**src/rtl/urc_pkg.sv**
```systemverilog
`default_nettype none

package urc_pkg;

  // Width of the echo tick counter; the count saturates at all ones.
  localparam int unsigned COUNT_WIDTH = 24;

  localparam int unsigned DIST_WIDTH  = 19;
  localparam int unsigned DIGIT_WIDTH = 4;
  localparam int unsigned TICK_WIDTH  = 20;
  localparam int unsigned REM_WIDTH   = 15;
  localparam int unsigned CFG_WIDTH   = 20;
  localparam int unsigned CFG_IDX_WIDTH = 2;

  localparam int unsigned TRIG_WIDTH   = 8;
  localparam int unsigned THRESH_WIDTH = 10;

  // Distance is count * 343 / 20000, kept as a running quotient and remainder.
  localparam logic [REM_WIDTH-1:0]  SOUND_STEP  = REM_WIDTH'(343);
  localparam logic [REM_WIDTH-1:0]  SOUND_DIV   = REM_WIDTH'(20000);
  localparam logic [DIST_WIDTH-1:0] DIST_MAX    = '1;
  localparam logic [DIGIT_WIDTH-1:0] DIGIT_NINE = DIGIT_WIDTH'(9);

  // Configuration register indexes.
  localparam logic [CFG_IDX_WIDTH-1:0] REG_TRIG_LOW  = 2'd0;
  localparam logic [CFG_IDX_WIDTH-1:0] REG_TRIG_HIGH = 2'd1;
  localparam logic [CFG_IDX_WIDTH-1:0] REG_NEAR_THR  = 2'd2;
  localparam logic [CFG_IDX_WIDTH-1:0] REG_BLINK     = 2'd3;

  // Configuration reset values.
  localparam logic [TRIG_WIDTH-1:0]   TRIG_LOW_RST  = TRIG_WIDTH'(2);
  localparam logic [TRIG_WIDTH-1:0]   TRIG_HIGH_RST = TRIG_WIDTH'(10);
  localparam logic [THRESH_WIDTH-1:0] NEAR_THR_RST  = THRESH_WIDTH'(5);
  localparam logic [TICK_WIDTH-1:0]   BLINK_RST     = TICK_WIDTH'(100000);

  typedef enum logic [2:0] {
    PH_TRIG_LOW  = 3'd0,
    PH_TRIG_HIGH = 3'd1,
    PH_WAIT_RISE = 3'd2,
    PH_COUNT     = 3'd3,
    PH_LED_ON    = 3'd4,
    PH_LED_OFF   = 3'd5
  } phase_t;

  typedef struct packed {
    logic                   trigger_out;
    logic                   led_out;
    logic                   result_valid;
    logic [DIST_WIDTH-1:0]  distance_cm;
    logic [DIGIT_WIDTH-1:0] digit_hundreds;
    logic [DIGIT_WIDTH-1:0] digit_tens;
    logic [DIGIT_WIDTH-1:0] digit_ones;
    logic                   near_flag;
  } result_t;

endpackage

`default_nettype wire

```
**src/rtl/urc_in_if.sv**
```systemverilog
`default_nettype none

interface urc_in_if;
  logic valid;
  logic ready;
  logic echo_level;

  modport source (output valid, output echo_level, input ready);
  modport sink   (input valid, input echo_level, output ready);
endinterface

`default_nettype wire

```
**src/rtl/urc_out_if.sv**
```systemverilog
`default_nettype none

interface urc_out_if;
  import urc_pkg::*;

  logic                   valid;
  logic                   ready;
  logic                   trigger_out;
  logic                   led_out;
  logic                   result_valid;
  logic [DIST_WIDTH-1:0]  distance_cm;
  logic [DIGIT_WIDTH-1:0] digit_hundreds;
  logic [DIGIT_WIDTH-1:0] digit_tens;
  logic [DIGIT_WIDTH-1:0] digit_ones;
  logic                   near_flag;

  modport source (
    output valid, output trigger_out, output led_out, output result_valid,
    output distance_cm, output digit_hundreds, output digit_tens,
    output digit_ones, output near_flag, input ready
  );
  modport sink (
    input valid, input trigger_out, input led_out, input result_valid,
    input distance_cm, input digit_hundreds, input digit_tens,
    input digit_ones, input near_flag, output ready
  );
endinterface

`default_nettype wire

```
**src/rtl/ultrasonic_range_controller.sv**
```systemverilog
`default_nettype none

// Channel   Direction  Beat contents
// in_chan   sink       echo_level: sampled echo pin level for one 1 us tick
// out_chan  source     trigger_out, led_out, result_valid, distance_cm,
//                      digit_hundreds, digit_tens, digit_ones, near_flag
// cfg_*     write      cfg_index selects the register, cfg_data carries it
//
// Every input beat produces exactly one output beat. A new input beat can be
// taken every cycle while in_chan.ready is high; the rate is set by the
// single state update between the input handshake and the result register.
// Reset (rst_n low at a clock edge) returns the ranging cycle to the trigger
// low phase and the configuration registers to their defaults. When the sink
// stalls, one extra result is held in a skid register and in_chan.ready drops
// only once both the result register and the skid register are full.

module ultrasonic_range_controller (
  input  wire                              clk,
  input  wire                              rst_n,
  urc_in_if.sink                           in_chan,
  urc_out_if.source                        out_chan,
  input  wire                              cfg_wr_en,
  input  wire [urc_pkg::CFG_IDX_WIDTH-1:0] cfg_index,
  input  wire [urc_pkg::CFG_WIDTH-1:0]     cfg_data
);
  import urc_pkg::*;

  // Configuration registers.
  logic [TRIG_WIDTH-1:0]   trig_low_r;
  logic [TRIG_WIDTH-1:0]   trig_high_r;
  logic [THRESH_WIDTH-1:0] near_thr_r;
  logic [TICK_WIDTH-1:0]   blink_r;

  // Ranging state. Besides the raw echo count, the distance is kept as a
  // running quotient and remainder of count * 343 / 20000, and its value
  // modulo 1000 as three decimal digits, so the report needs no divider.
  phase_t                 phase_r,  phase_nxt;
  logic [TICK_WIDTH-1:0]  ticks_r,  ticks_nxt;
  logic [COUNT_WIDTH-1:0] count_r,  count_nxt;
  logic [REM_WIDTH-1:0]   rem_r,    rem_nxt;
  logic [DIST_WIDTH-1:0]  dist_r,   dist_nxt;
  logic [DIGIT_WIDTH-1:0] d100_r,   d100_nxt;
  logic [DIGIT_WIDTH-1:0] d10_r,    d10_nxt;
  logic [DIGIT_WIDTH-1:0] d1_r,     d1_nxt;

  // Result register and skid register.
  result_t main_r, skid_r, res_nxt;
  logic    main_v_r, skid_v_r;

  logic                  push, pop, main_free;
  logic [TICK_WIDTH-1:0] ticks_inc;
  logic [REM_WIDTH-1:0]  rem_sum;
  logic                  rem_wrap;
  logic                  near;

  assign ticks_inc = ticks_r + 1'b1;
  assign rem_sum   = rem_r + SOUND_STEP;
  assign rem_wrap  = (rem_sum >= SOUND_DIV);
  assign near      = (dist_r <= DIST_WIDTH'(near_thr_r));

  assign in_chan.ready = !skid_v_r;
  assign push          = in_chan.valid && !skid_v_r;
  assign pop           = main_v_r && out_chan.ready;
  assign main_free     = !main_v_r || pop;

  // Configuration writes.
  always_ff @(posedge clk) begin
    if (!rst_n) begin
      trig_low_r  <= TRIG_LOW_RST;
      trig_high_r <= TRIG_HIGH_RST;
      near_thr_r  <= NEAR_THR_RST;
      blink_r     <= BLINK_RST;
    end else if (cfg_wr_en) begin
      unique case (cfg_index)
        REG_TRIG_LOW:  trig_low_r  <= cfg_data[TRIG_WIDTH-1:0];
        REG_TRIG_HIGH: trig_high_r <= cfg_data[TRIG_WIDTH-1:0];
        REG_NEAR_THR:  near_thr_r  <= cfg_data[THRESH_WIDTH-1:0];
        REG_BLINK:     blink_r     <= cfg_data[TICK_WIDTH-1:0];
        default: ;
      endcase
    end
  end

  // Next state. A timed phase ends on the tick where the incremented tick
  // count reaches its register; a register of zero therefore acts as one.
  always_comb begin
    phase_nxt = phase_r;
    ticks_nxt = ticks_r;
    count_nxt = count_r;
    rem_nxt   = rem_r;
    dist_nxt  = dist_r;
    d100_nxt  = d100_r;
    d10_nxt   = d10_r;
    d1_nxt    = d1_r;
    unique case (phase_r)
      PH_TRIG_LOW: begin
        if (ticks_inc >= TICK_WIDTH'(trig_low_r)) begin
          ticks_nxt = '0;
          phase_nxt = PH_TRIG_HIGH;
        end else begin
          ticks_nxt = ticks_inc;
        end
      end
      PH_TRIG_HIGH: begin
        if (ticks_inc >= TICK_WIDTH'(trig_high_r)) begin
          ticks_nxt = '0;
          phase_nxt = PH_WAIT_RISE;
        end else begin
          ticks_nxt = ticks_inc;
        end
      end
      PH_WAIT_RISE: begin
        // The rising tick counts as the first echo tick.
        if (in_chan.echo_level) begin
          count_nxt = COUNT_WIDTH'(1);
          rem_nxt   = SOUND_STEP;
          dist_nxt  = '0;
          d100_nxt  = '0;
          d10_nxt   = '0;
          d1_nxt    = '0;
          phase_nxt = PH_COUNT;
        end
      end
      PH_COUNT: begin
        if (in_chan.echo_level) begin
          if (count_r != '1) begin
            count_nxt = count_r + 1'b1;
            rem_nxt   = rem_wrap ? rem_sum - SOUND_DIV : rem_sum;
            // The distance saturates; its digits freeze along with it.
            if (rem_wrap && dist_r != DIST_MAX) begin
              dist_nxt = dist_r + 1'b1;
              if (d1_r == DIGIT_NINE) begin
                d1_nxt = '0;
                if (d10_r == DIGIT_NINE) begin
                  d10_nxt  = '0;
                  d100_nxt = (d100_r == DIGIT_NINE) ? '0 : d100_r + 1'b1;
                end else begin
                  d10_nxt = d10_r + 1'b1;
                end
              end else begin
                d1_nxt = d1_r + 1'b1;
              end
            end
          end
        end else begin
          ticks_nxt = '0;
          phase_nxt = near ? PH_LED_ON : PH_TRIG_LOW;
        end
      end
      PH_LED_ON: begin
        if (ticks_inc >= blink_r) begin
          ticks_nxt = '0;
          phase_nxt = PH_LED_OFF;
        end else begin
          ticks_nxt = ticks_inc;
        end
      end
      PH_LED_OFF: begin
        if (ticks_inc >= blink_r) begin
          ticks_nxt = '0;
          phase_nxt = PH_TRIG_LOW;
        end else begin
          ticks_nxt = ticks_inc;
        end
      end
      default: begin
        ticks_nxt = '0;
        phase_nxt = PH_TRIG_LOW;
      end
    endcase
  end

  // Result of the current tick. The measurement fields are zero except on
  // the tick where the echo falls.
  always_comb begin
    res_nxt = '0;
    unique case (phase_r)
      PH_TRIG_HIGH: res_nxt.trigger_out = 1'b1;
      PH_LED_ON:    res_nxt.led_out     = 1'b1;
      PH_COUNT: begin
        if (!in_chan.echo_level) begin
          res_nxt.result_valid   = 1'b1;
          res_nxt.distance_cm    = dist_r;
          res_nxt.digit_hundreds = d100_r;
          res_nxt.digit_tens     = d10_r;
          res_nxt.digit_ones     = d1_r;
          res_nxt.near_flag      = near;
        end
      end
      default: ;
    endcase
  end

  // State advances once per accepted tick.
  always_ff @(posedge clk) begin
    if (!rst_n) begin
      phase_r <= PH_TRIG_LOW;
      ticks_r <= '0;
      count_r <= '0;
      rem_r   <= '0;
      dist_r  <= '0;
      d100_r  <= '0;
      d10_r   <= '0;
      d1_r    <= '0;
    end else if (push) begin
      phase_r <= phase_nxt;
      ticks_r <= ticks_nxt;
      count_r <= count_nxt;
      rem_r   <= rem_nxt;
      dist_r  <= dist_nxt;
      d100_r  <= d100_nxt;
      d10_r   <= d10_nxt;
      d1_r    <= d1_nxt;
    end
  end

  // Output buffering. While the skid register is full no beat is taken, so
  // a pop then only moves the skid result forward.
  always_ff @(posedge clk) begin
    if (!rst_n) begin
      main_v_r <= 1'b0;
      skid_v_r <= 1'b0;
    end else if (skid_v_r) begin
      if (pop) begin
        skid_v_r <= 1'b0;
      end
    end else if (push) begin
      if (main_free) begin
        main_v_r <= 1'b1;
      end else begin
        skid_v_r <= 1'b1;
      end
    end else if (pop) begin
      main_v_r <= 1'b0;
    end
  end

  always_ff @(posedge clk) begin
    if (skid_v_r) begin
      if (pop) begin
        main_r <= skid_r;
      end
    end else if (push) begin
      if (main_free) begin
        main_r <= res_nxt;
      end else begin
        skid_r <= res_nxt;
      end
    end
  end

  assign out_chan.valid          = main_v_r;
  assign out_chan.trigger_out    = main_r.trigger_out;
  assign out_chan.led_out        = main_r.led_out;
  assign out_chan.result_valid   = main_r.result_valid;
  assign out_chan.distance_cm    = main_r.distance_cm;
  assign out_chan.digit_hundreds = main_r.digit_hundreds;
  assign out_chan.digit_tens     = main_r.digit_tens;
  assign out_chan.digit_ones     = main_r.digit_ones;
  assign out_chan.near_flag      = main_r.near_flag;

endmodule

`default_nettype wire
```
**src/flat_wrapper.sv**
```systemverilog
// flat-port wrapper written by rule: the top's interface ports become plain ports
module ultrasonic_range_controller_flat import urc_pkg::*;
  (clk, rst_n, cfg_wr_en, cfg_index, cfg_data, in_chan_valid, in_chan_echo_level, in_chan_ready, out_chan_valid, out_chan_trigger_out, out_chan_led_out, out_chan_result_valid, out_chan_distance_cm, out_chan_digit_hundreds, out_chan_digit_tens, out_chan_digit_ones, out_chan_near_flag, out_chan_ready);
  urc_in_if in_chan_i ();
  urc_out_if out_chan_i ();
  input  wire clk;
  input  wire rst_n;
  input  wire cfg_wr_en;
  input  wire [urc_pkg::CFG_IDX_WIDTH-1:0] cfg_index;
  input  wire [urc_pkg::CFG_WIDTH-1:0] cfg_data;
  input wire logic [$bits(in_chan_i.valid)-1:0] in_chan_valid;
  input wire logic [$bits(in_chan_i.echo_level)-1:0] in_chan_echo_level;
  output wire logic [$bits(in_chan_i.ready)-1:0] in_chan_ready;
  output wire logic [$bits(out_chan_i.valid)-1:0] out_chan_valid;
  output wire logic [$bits(out_chan_i.trigger_out)-1:0] out_chan_trigger_out;
  output wire logic [$bits(out_chan_i.led_out)-1:0] out_chan_led_out;
  output wire logic [$bits(out_chan_i.result_valid)-1:0] out_chan_result_valid;
  output wire logic [$bits(out_chan_i.distance_cm)-1:0] out_chan_distance_cm;
  output wire logic [$bits(out_chan_i.digit_hundreds)-1:0] out_chan_digit_hundreds;
  output wire logic [$bits(out_chan_i.digit_tens)-1:0] out_chan_digit_tens;
  output wire logic [$bits(out_chan_i.digit_ones)-1:0] out_chan_digit_ones;
  output wire logic [$bits(out_chan_i.near_flag)-1:0] out_chan_near_flag;
  input wire logic [$bits(out_chan_i.ready)-1:0] out_chan_ready;
  assign in_chan_i.valid = in_chan_valid;
  assign in_chan_i.echo_level = in_chan_echo_level;
  assign in_chan_ready = in_chan_i.ready;
  assign out_chan_valid = out_chan_i.valid;
  assign out_chan_trigger_out = out_chan_i.trigger_out;
  assign out_chan_led_out = out_chan_i.led_out;
  assign out_chan_result_valid = out_chan_i.result_valid;
  assign out_chan_distance_cm = out_chan_i.distance_cm;
  assign out_chan_digit_hundreds = out_chan_i.digit_hundreds;
  assign out_chan_digit_tens = out_chan_i.digit_tens;
  assign out_chan_digit_ones = out_chan_i.digit_ones;
  assign out_chan_near_flag = out_chan_i.near_flag;
  assign out_chan_i.ready = out_chan_ready;
  ultrasonic_range_controller u_core (.clk(clk), .rst_n(rst_n), .in_chan(in_chan_i), .out_chan(out_chan_i), .cfg_wr_en(cfg_wr_en), .cfg_index(cfg_index), .cfg_data(cfg_data));
endmodule
```
**config.mk**
```make
export PLATFORM = sky130hd
export DESIGN_NAME = ultrasonic_range_controller_flat
export DESIGN_NICKNAME = d
export VERILOG_FILES = /design/src/rtl/urc_pkg.sv /design/src/rtl/urc_in_if.sv /design/src/rtl/urc_out_if.sv /design/src/rtl/ultrasonic_range_controller.sv /design/src/flat_wrapper.sv
export SDC_FILE = /design/constraint.sdc
export NUM_CORES = 1
export LEC_CHECK = 0
export BUFFER_PORTS_ARGS = -buffer_cell sky130_fd_sc_hd__buf_2
export CORE_MARGIN = 2
export CORE_UTILIZATION = 45
export CTS_CLUSTER_DIAMETER = 30
export DETAILED_ROUTE_END_ITERATION = 8
export GPL_TIMING_DRIVEN = 0
export PLACE_DENSITY_LB_ADDON = 0.3
export SYNTH_ARGS = -nofsm -noshare
export SYNTH_HDL_FRONTEND = slang
export SYNTH_SLANG_ARGS = --single-unit
```
**constraint.sdc**
```tcl
create_clock -name clk -period 3.9 [get_ports clk]
set_input_delay 0.78 -clock clk [delete_from_list [all_inputs] [get_ports clk]]
set_output_delay 0.78 -clock clk [all_outputs]
set_load 0.01 [all_outputs]
```
Yosys cells after proc, flatten, opt, wreduce, memory -nomap -nowiden --
Index checks and enable logic that the tools add are counted.
Storage, ports and cells: register bits 211
Cells by class: reductions and logical operators 26, equal/unequal tests 26, $add $sub $neg 8, mux-type cells 61, bitwise gates (word level) 3, $lt $le $gt $ge 5
Operators with widths (number):
- $mux W35 | 4
- $pmux W20 S5 | 1
- $mux W20 | 4
- $mux W19 | 4
- $mux W24 | 3
- $mux W33 | 2
- $mux W4 | 16
- $mux W15 | 4
- $pmux W24 S2 | 1
- $ge A20 B8 Y1 | 2
- $pmux W19 S2 | 1
- $pmux W15 S2 | 1
- $add A24 B1 Y24 const B | 1
- $ne A24 B24 Y1 const B | 1
- $pmux W4 S2 | 3
- $mux W3 | 7
- $add A20 B1 Y20 const B | 1
- $ge A20 B20 Y1 | 1
- $add A19 B1 Y19 const B | 1
- $le A19 B10 Y1 | 1
- $ne A19 B19 Y1 const B | 1
- $pmux W3 S6 | 1
- $ne A2 B1 Y1 const B | 8
- $add A15 B9 Y15 const B | 1
- other kinds (25) | 59

Logic depth before layout (Yosys ltp) --
Gate-level depths: netlist of run 1.
depth in word-level cells 8, gate-level depth with buffers 18

Worst setup path after synthesis of run 1 --
No wires, ideal clock.
kind reg2reg, start point register u_core.ticks_r[0], end point register u_core.ticks_r[18], data arrival time 3379 ps, cell stages (with the launch flop) 16, clock period less this slack 3450 ps, buffers on the path 2, slack 450 ps, path through dfxtp_1 ha_1 clkbuf_1 nand2_1 or3_1 buf_2 nor3_1 xor2_1 ha_1 a21oi_1 a311oi_2 a211oi_2 o2111ai_2 a21oi_4 a21bo_2 a21oi_1
Between the ends: longest elaborated chain between the ends 4, elaborated cells between the ends (all ways) 8, those cells by class add/sub: 1; order compare: 3; mux: 4
Ends and longest elaborated chain:
- from (decl) | line ultrasonic_range_controller.sv:38 | logic [TICK_WIDTH-1:0] ticks_r, ticks_nxt;
- from (signal assigned) | line ultrasonic_range_controller.sv:207 | ticks_r <= ticks_nxt;
- $add A20 B1 Y20 (*) | line ultrasonic_range_controller.sv:56 | assign ticks_inc = ticks_r + 1'b1;
- $ge A20 B20 Y1 (tied with other cells) | line ultrasonic_range_controller.sv:151, ultrasonic_range_controller.sv:159
- $mux W20, on equally long branches
- $pmux W20 S5 (*) | line ultrasonic_range_controller.sv:95 | unique case (phase_r)
Every way passes the cells marked *; elsewhere a longest branch is shown, timed or not. A chain may end at the register's enable or synchronous reset.

Worst setup path in the final report of run 1 --
start point register u_core.ticks_r[0], end point register u_core.ticks_r[4]
The elaborated chain is that of the path after synthesis.

==> run_results.csv, run 1 <==
group,metric,value,unit
outcome,status,"finished clean",
timing,finalCriticalPeriod,3.712,ns
cells_and_area,nFillCells,2108,
floorplanning,die_w,160.5,µm
timing,skew,0.04521,ns
cts,clk_pin_slew,0.05,ns
placed_design,dp_slack,-0.3035,ns
synthesis,synth_cells,1194,
timing,relSlewSlack,0.3763,
cells_and_area,drive_gt1_frac,0.1865,
cells_and_area,area_delta_synth_final,23.19,%
critical_path,cp_common_cell,"or2_2",
synthesis,ys_types,83,
cells_and_area,finish.utilization,0.5612,
critical_path,crit_arrival,4.16,ns
critical_path,worstSetupEndpointType,"register",
cts,hold_buffers,0,
floorplanning,design.die.area,0.02574,mm²
detailed_routing,detail-route-antenna-nets,0,
synthesis,ys_seq_elements,211,
cells_and_area,register_area,0.004931,mm²
global_route,grt_pass1_vias,8604,
timing,setup_viol,0,
detailed_routing,drc,0,
synthesis,synthFlopType,"dfxtp_1",
timing,max_freq,269.4,MHz
synthesis,avgSynthCellArea,9.225,µm²
critical_path,crit_path_max_fanout,8,
global_route,grt_pass1_wl,42890,µm
synthesis,synth_top_area_cell,"dfxtp_1",
cells_and_area,num_antenna_cells,0,
critical_path,worstPathCellList,"nand3_2, or2_2, and2_1, or2_2, ha_1, a21boi_0, nor3b_1, o21ai_0, a2111oi_2, a22oi_2, a21oi_4, buf_4, a22oi_1, nor2_1",
power,power_density,507.3,mW/mm²
timing,hold_viol_final,0,
detailed_routing,wl_per_cell,15.50,µm
critical_path,worstPathRequired,4.35,ns
hold_path,hold_path_class,"reg2reg",
detailed_routing,routed_wl,25960,µm
placed_design,placed_area,0.01177,mm²
cts,htreeDepth,2,
critical_path,r2r_slack,0.19,ns
detailed_routing,avgViaCountPerCell,5.374,
synthesis,yosys.area.top_type_share,0.2563,
global_route,grtUsageTotal,0.2027,
timing,whs,0.4522,ns
detailed_routing,vias,9002,
hold_path,min-delay-start,"u_core.blink_r[3]",
floorplanning,fp.dieH,160.5,µm
critical_path,crit_path_max_incr_delay,0.48,ns
cells_and_area,nets,1396,
cts,cts_root_buf,"clkbuf_16",
synthesis,synth_warnings,0,
placed_design,gp_congestion,0.8672,
critical_path,start_kind,"register",
detailed_routing,first_iter_violations,548,
critical_path,reg2reg_from,"u_core.ticks_r[0]",
timing,fin_ws,0.1878,ns
cts,cts.path.max_buffers,3,
critical_path,crit_path_start,"u_core.ticks_r[0]",
synthesis,synth-edff-count,70,
flow_run,drv_cap,0,
placed_design,numPortBuffers,64,
synthesis,yosys-top-cells-area,"dfxtp_1 26%, edfxtp_1 19%, ha_1 6.2%",
floorplanning,initial_core_util,0.4556,
power,peakVddDrop,354.7,µV
timing,drv_slew,0,
floorplanning,ioPinCount,65,
global_route,grt_max_degree,36,
detailed_routing,dr.pass1.iters,5,
synthesis,syn_area,0.01101,mm²
global_route,grt_antenna_before_repair,0,
synthesis,seq_area_frac_synth,0.4471,
placed_design,dp_hpwl,18140,µm
power,leakagePower,5.091,nW
timing,fin_crit_sh,0.9519,
floorplanning,num_rows,57,
cts,tritoncts,"yes",
synthesis,async_flop_share,0,
global_route,gr-total-overflow,0,
cells_and_area,final_area,0.01357,mm²
synthesis,syn-num-nets,1277,
cts,cts_sinks,211,
timing,worst_pin_slew,0.9284,ns
critical_path,cpMaxStageDelayCell,"dfxtp_2",
floorplanning,coreArea,0.02418,mm²
timing,fin_setup_tns,0,ns
cts,cts_buffers,46,
critical_path,worstSetupPathType,"reg2reg",
cts,insertion_delay,0.55,ns
cells_and_area,multiInputGateArea,0.005714,mm²
==> cell type report <==
cell class / count / share of cell area
Inverter: 63 / 0.01743
Clock inverter: 33 / 0.03218
Tap cell: 324 / 0.02988
Multi-Input combinational cell: 862 / 0.4212
Timing Repair Buffer: 72 / 0.02896
Sequential cell: 211 / 0.3634
Clock buffer: 53 / 0.08899
Buffer: 57 / 0.01798
==> Yosys cell counts, types with 13 or more instances <==
master      n
o21ai_0    30
a21oi_1    82
or3_1      16
edfxtp_1   70
and2_1     31
dfxtp_1   141
mux2_2     33
nand4_1    22
xnor2_1    38
a22oi_1    16
clkbuf_1   46
xor2_1     27
ha_1       55
nand2_1   134
nor3_1     33
inv_1      62
o211ai_1   13
nor2_1    120
nand3_1    40
==> cell families after synthesis <==
group / count (synthesis) / share of synthesized area
flops: 211 / 0.4471
fa+ha+maj: 56 / 0.06339
mux: 36 / 0.03647
buf+inv: 121 / 0.04396
simple gates: 482 / 0.2182
xor+xnor: 67 / 0.05464
compound gates: 221 / 0.1362
==> repair_timing <==
item / CTS / global route
pin swaps: 1 / 4
setup endpoints to repair: 23 / 42
resized for setup: 1 / 18
buffers inserted: 1 / 6
==> stage by stage <==
step,total power [mW],std cells
floorplan,2.708,1194
global placement,2.855,1582
detailed placement,2.866,1583
CTS,6.912,1669
global route,7.115,1675
finish,6.884,1675
==> power by group <==
part	internal (mW)	leakage (nW)	switching, mW
Combinational	0.184	2.52	0.294
Sequential	2.35	1.78	0.0316
Clock	2.71	0.790	1.31
==> worst paths after layout <==
kind / cells after the start / end
setup / recovery: 14 / u_core.ticks_r[4]
hold / removal: 2 / u_core.blink_r[3]
setup reg to reg: 14 / u_core.ticks_r[4]
hold reg to reg: 2 / u_core.blink_r[3]
==> per-layer routing <==
metal,track usage,share of wire
met4,0.07535,0.026
met5,0,0
met1,0.2714,0.46
met3,0.03461,0.051
met2,0.3303,0.46
==> critical path, delay by kind of cell, from the launching register on <==
family / cells / cell delay (ns)
adder cells (fa/ha/maj): 1 / 0.29
buffers and inverters: 1 / 0.19
AND/OR/NAND/NOR: 6 / 1.32
AO/OA/AOI/OAI: 6 / 1.32
flip-flops: 1 / 0.48
==> cell usage in the layout (no fill, tap or decap), types with 13 or more instances in the layout <==
cell       synthesis  routed
nor3_1            33      32
o211ai_1          13      13
dfxtp_1          141     136
edfxtp_1          70      70
xor2_1            27      27
a21oi_1           82      81
mux2_2            33      33
nor2_1           120     119
o21ai_0           30      30
and2_1            31      31
buf_2              4      68
clkbuf_1          46      49
or3_1             16      16
inv_1             62      62
ha_1              55      54
nand3_1           40      39
nand4_1           22      22
xnor2_1           38      36
clkbuf_16          0      46
a22oi_1           16      16
nand2_1          134     134
==> sequential cells by signal, summed over array words and instances (netlist names), 8 cells and up <==
signal / flops
u_core.out_chan.distance_cm: 19
u_core.blink_r: 20
u_core.count_r: 24
u_core.skid_r: 35
u_core.dist_r: 19
u_core.trig_low_r: 8
u_core.trig_high_r: 8
u_core.rem_r: 15
u_core.ticks_r: 20
u_core.near_thr_r: 10
No activity file was read; power rests on OpenSTA's default activity.
==> run 2, diff against run 1 <==
Settings changed: RECOVER_POWER set to 100.
==> run 2 against run 1 <==
The flow now finishes with violations (max-capacitance violations, max-slew violations); die area is the same; via count shrank 0.30%; combinational power shrank 3%; routed wire length is essentially flat; final area shrank 0.63%; cell count is the same; critical endpoint is now u_core.phase_r[0]; largest power group unchanged; highest routed layer unchanged.
==> run_results.csv, run 2 (synthesis gave the netlist of run 1 again) <==
group,metric,value,unit
detailed_routing,first_iter_violations,529,
critical_path,crit_path_max_fanout,9,
power,p_seq_frac,0.346,
timing,finalCriticalPeriod,3.730,ns
cts,cts_root_buf,"clkbuf_16",
timing,skew,0.04730,ns
critical_path,crit_cells,15,
cts,cts_buffers,46,
critical_path,cp_num_buf_inv,2,
global_route,grt_pass1_wl,42890,µm
cells_and_area,num_antenna_cells,0,
critical_path,crit_arrival,4.12,ns
power,p_total,6.876,mW
power,pwr-share-comb,0.067,
critical_path,crit_path_max_incr_delay,0.48,ns
cts,hold_buffers,0,
cts,cts_sinks,211,
global_route,grt_max_degree,36,
placed_design,dp_hpwl,18140,µm
detailed_routing,wl_per_cell,15.50,µm
cts,tritoncts,"yes",
timing,relSlewSlack,-0.05930,
global_route,grtUsageTotal,0.2027,
outcome,status,"finished with violations",
global_route,gr-total-overflow,0,
cells_and_area,finish.utilization,0.5577,
floorplanning,num_rows,57,
cells_and_area,largest_reg_flops,35,
critical_path,worstPathRequired,4.29,ns
critical_path,start_kind,"register",
power,power_density,510.0,mW/mm²
timing,hold_viol_final,0,
cells_and_area,area_delta_synth_final,22.41,%
placed_design,gp_congestion,0.8672,
hold_path,hold_path_class,"reg2reg",
floorplanning,die_w,160.5,µm
power,switching_power,1.644,mW
floorplanning,design.die.area,0.02574,mm²
critical_path,worstSetupEndpointType,"register",
cells_and_area,nets,1396,
timing,max_freq,268.1,MHz
critical_path,worstPathCellList,"ha_4, nand2_1, or3_1, buf_2, nor3_1, xor2_1, ha_1, a21oi_1, a311oi_2, a211oi_2, buf_4, a22oi_2, nand2_1, nor4b_1, a211oi_1",
power,switching_share,0.2391,
global_route,grt_antenna_before_repair,0,
cts,clk_pin_slew,0.05,ns
power,leakagePower,4.937,nW
cells_and_area,regMostFlops,"u_core.skid_r",
floorplanning,initial_core_util,0.4556,
power,internal_power,5.232,mW
cells_and_area,top_regs,"u_core.skid_r: 35 flops, u_core.count_r: 24 flops",
critical_path,critPathTopFamily,"simple AND/OR/NAND/NOR gates",
detailed_routing,drc,0,
cells_and_area,drive_gt1_frac,0.1510,
timing,fin_crit_sh,0.9565,
detailed_routing,vias,8975,
cells_and_area,mostFrequentLayoutCells,"136 x dfxtp_1, 134 x nand2_1, 119 x nor2_1",
power,pwr-share-clk,0.586,
cts,cts.path.max_buffers,3,
timing,worst_pin_slew,1.589,ns
floorplanning,ioPinCount,65,
floorplanning,fp.dieH,160.5,µm
flow_run,drv_cap,1,
placed_design,numPortBuffers,64,
critical_path,cpMaxStageDelayCell,"dfxtp_2",
outcome,violations,"max-capacitance violations, max-slew violations",
power,peakVddDrop,355.0,µV
timing,fin_setup_tns,0,ns
floorplanning,coreArea,0.02418,mm²
hold_path,hold_path_depth,2,
critical_path,worstSetupPathType,"reg2reg",
detailed_routing,avgViaCountPerCell,5.358,
timing,drv_slew,36,
critical_path,ff2ff_path_depth,15,
critical_path,cp_common_cell,"nand2_1",
global_route,grt_pass1_vias,8604,
detailed_routing,dr.pass1.iters,7,
detailed_routing,detail-route-antenna-nets,0,
cells_and_area,final_common_cell,"dfxtp_1",
detailed_routing,routed_wl,25970,µm
cts,insertion_delay,0.55,ns
cts,htreeDepth,2,
timing,setup_viol,0,
==> run 2: changes by cell type in the layout (fill, tap and decap cells not counted), moves of 3 or more <==
| cell | previous run | this run |
|---|---|---|
| buf_2 | 68 | 30 |
| mux2_2 | 33 | 29 |
| clkbuf_1 | 49 | 92 |
| and2_0 | 0 | 28 |
| and2_1 | 31 | 3 |
| buf_1 | 3 | 0 |
| mux2_1 | 0 | 4 |
==> run 2: worst paths after layout <==
kind                                         from           endpoint  slack, ns
worst max-delay path            u_core.ticks_r[0]  u_core.phase_r[0]       0.17
worst min-delay path            u_core.blink_r[3]  u_core.blink_r[3]       0.45
worst max register to register  u_core.ticks_r[0]  u_core.phase_r[0]       0.17
worst min register to register  u_core.blink_r[3]  u_core.blink_r[3]       0.45
==> run 2: power by group through the flow <==
stage,clock (mW),combinational (mW),sequential [mW]
final,4.03,0.464,2.38
after CTS,4.08,0.458,2.38
after global routing,4.20,0.513,2.39
after floorplan,0,0.277,2.43
after detailed placement,0,0.448,2.42
after global placement,0,0.437,2.42
==> run 2: worst min-delay path: cells and delay by family, from the launching register on <==
kind             cells  cell delay [ns]
AO/OA/AOI/OAI        1             0.05
flip-flops           1             0.30
AND/OR/NAND/NOR      1             0.05
==> run 2: layout make-up <==
cell class | instances | area [µm²]
flip-flops and latches | 211 | 4931
repair buffers | 72 | 325.3
plain buffers | 57 | 244.0
multi-input cells | 862 | 5697
clock inverters | 33 | 436.7
well taps | 324 | 405.4
inverters | 63 | 236.5
clock buffers | 53 | 1207
fillers | 2135 | 10690
==> run 2: metal layers <==
metal	up-vias	share of wire	track usage
met5	-	0	0
met4	0	0.025	0.07535
met3	43	0.052	0.03461
met2	222	0.46	0.3303
met1	4205	0.47	0.2714
li1	4505	-	-
==> run 2: per-stage QoR <==
| stage | cell area [µm²] | hold WS (ns) | setup WS [ns] | cells |
|---|---|---|---|---|
| finish | 13480 | 0.4524 | 0.1696 | 1675 |
| global placement | 11740 | 0.4443 | -0.2945 | 1582 |
| CTS | 13420 | 0.4569 | 0.06553 | 1669 |
| detailed placement | 11770 | 0.4473 | -0.3035 | 1583 |
| global route | 13480 | 0.4670 | -0.02605 | 1675 |
| floorplan | 11010 | 0.4363 | 0.4501 | 1194 |
==> run 2: timing repair <==
action	in CTS	in global routing
endpoints found under the setup margin	23	42
setup buffers	1	6
pin swaps	1	4
resized for setup	1	18
hold endpoints to repair	0	0
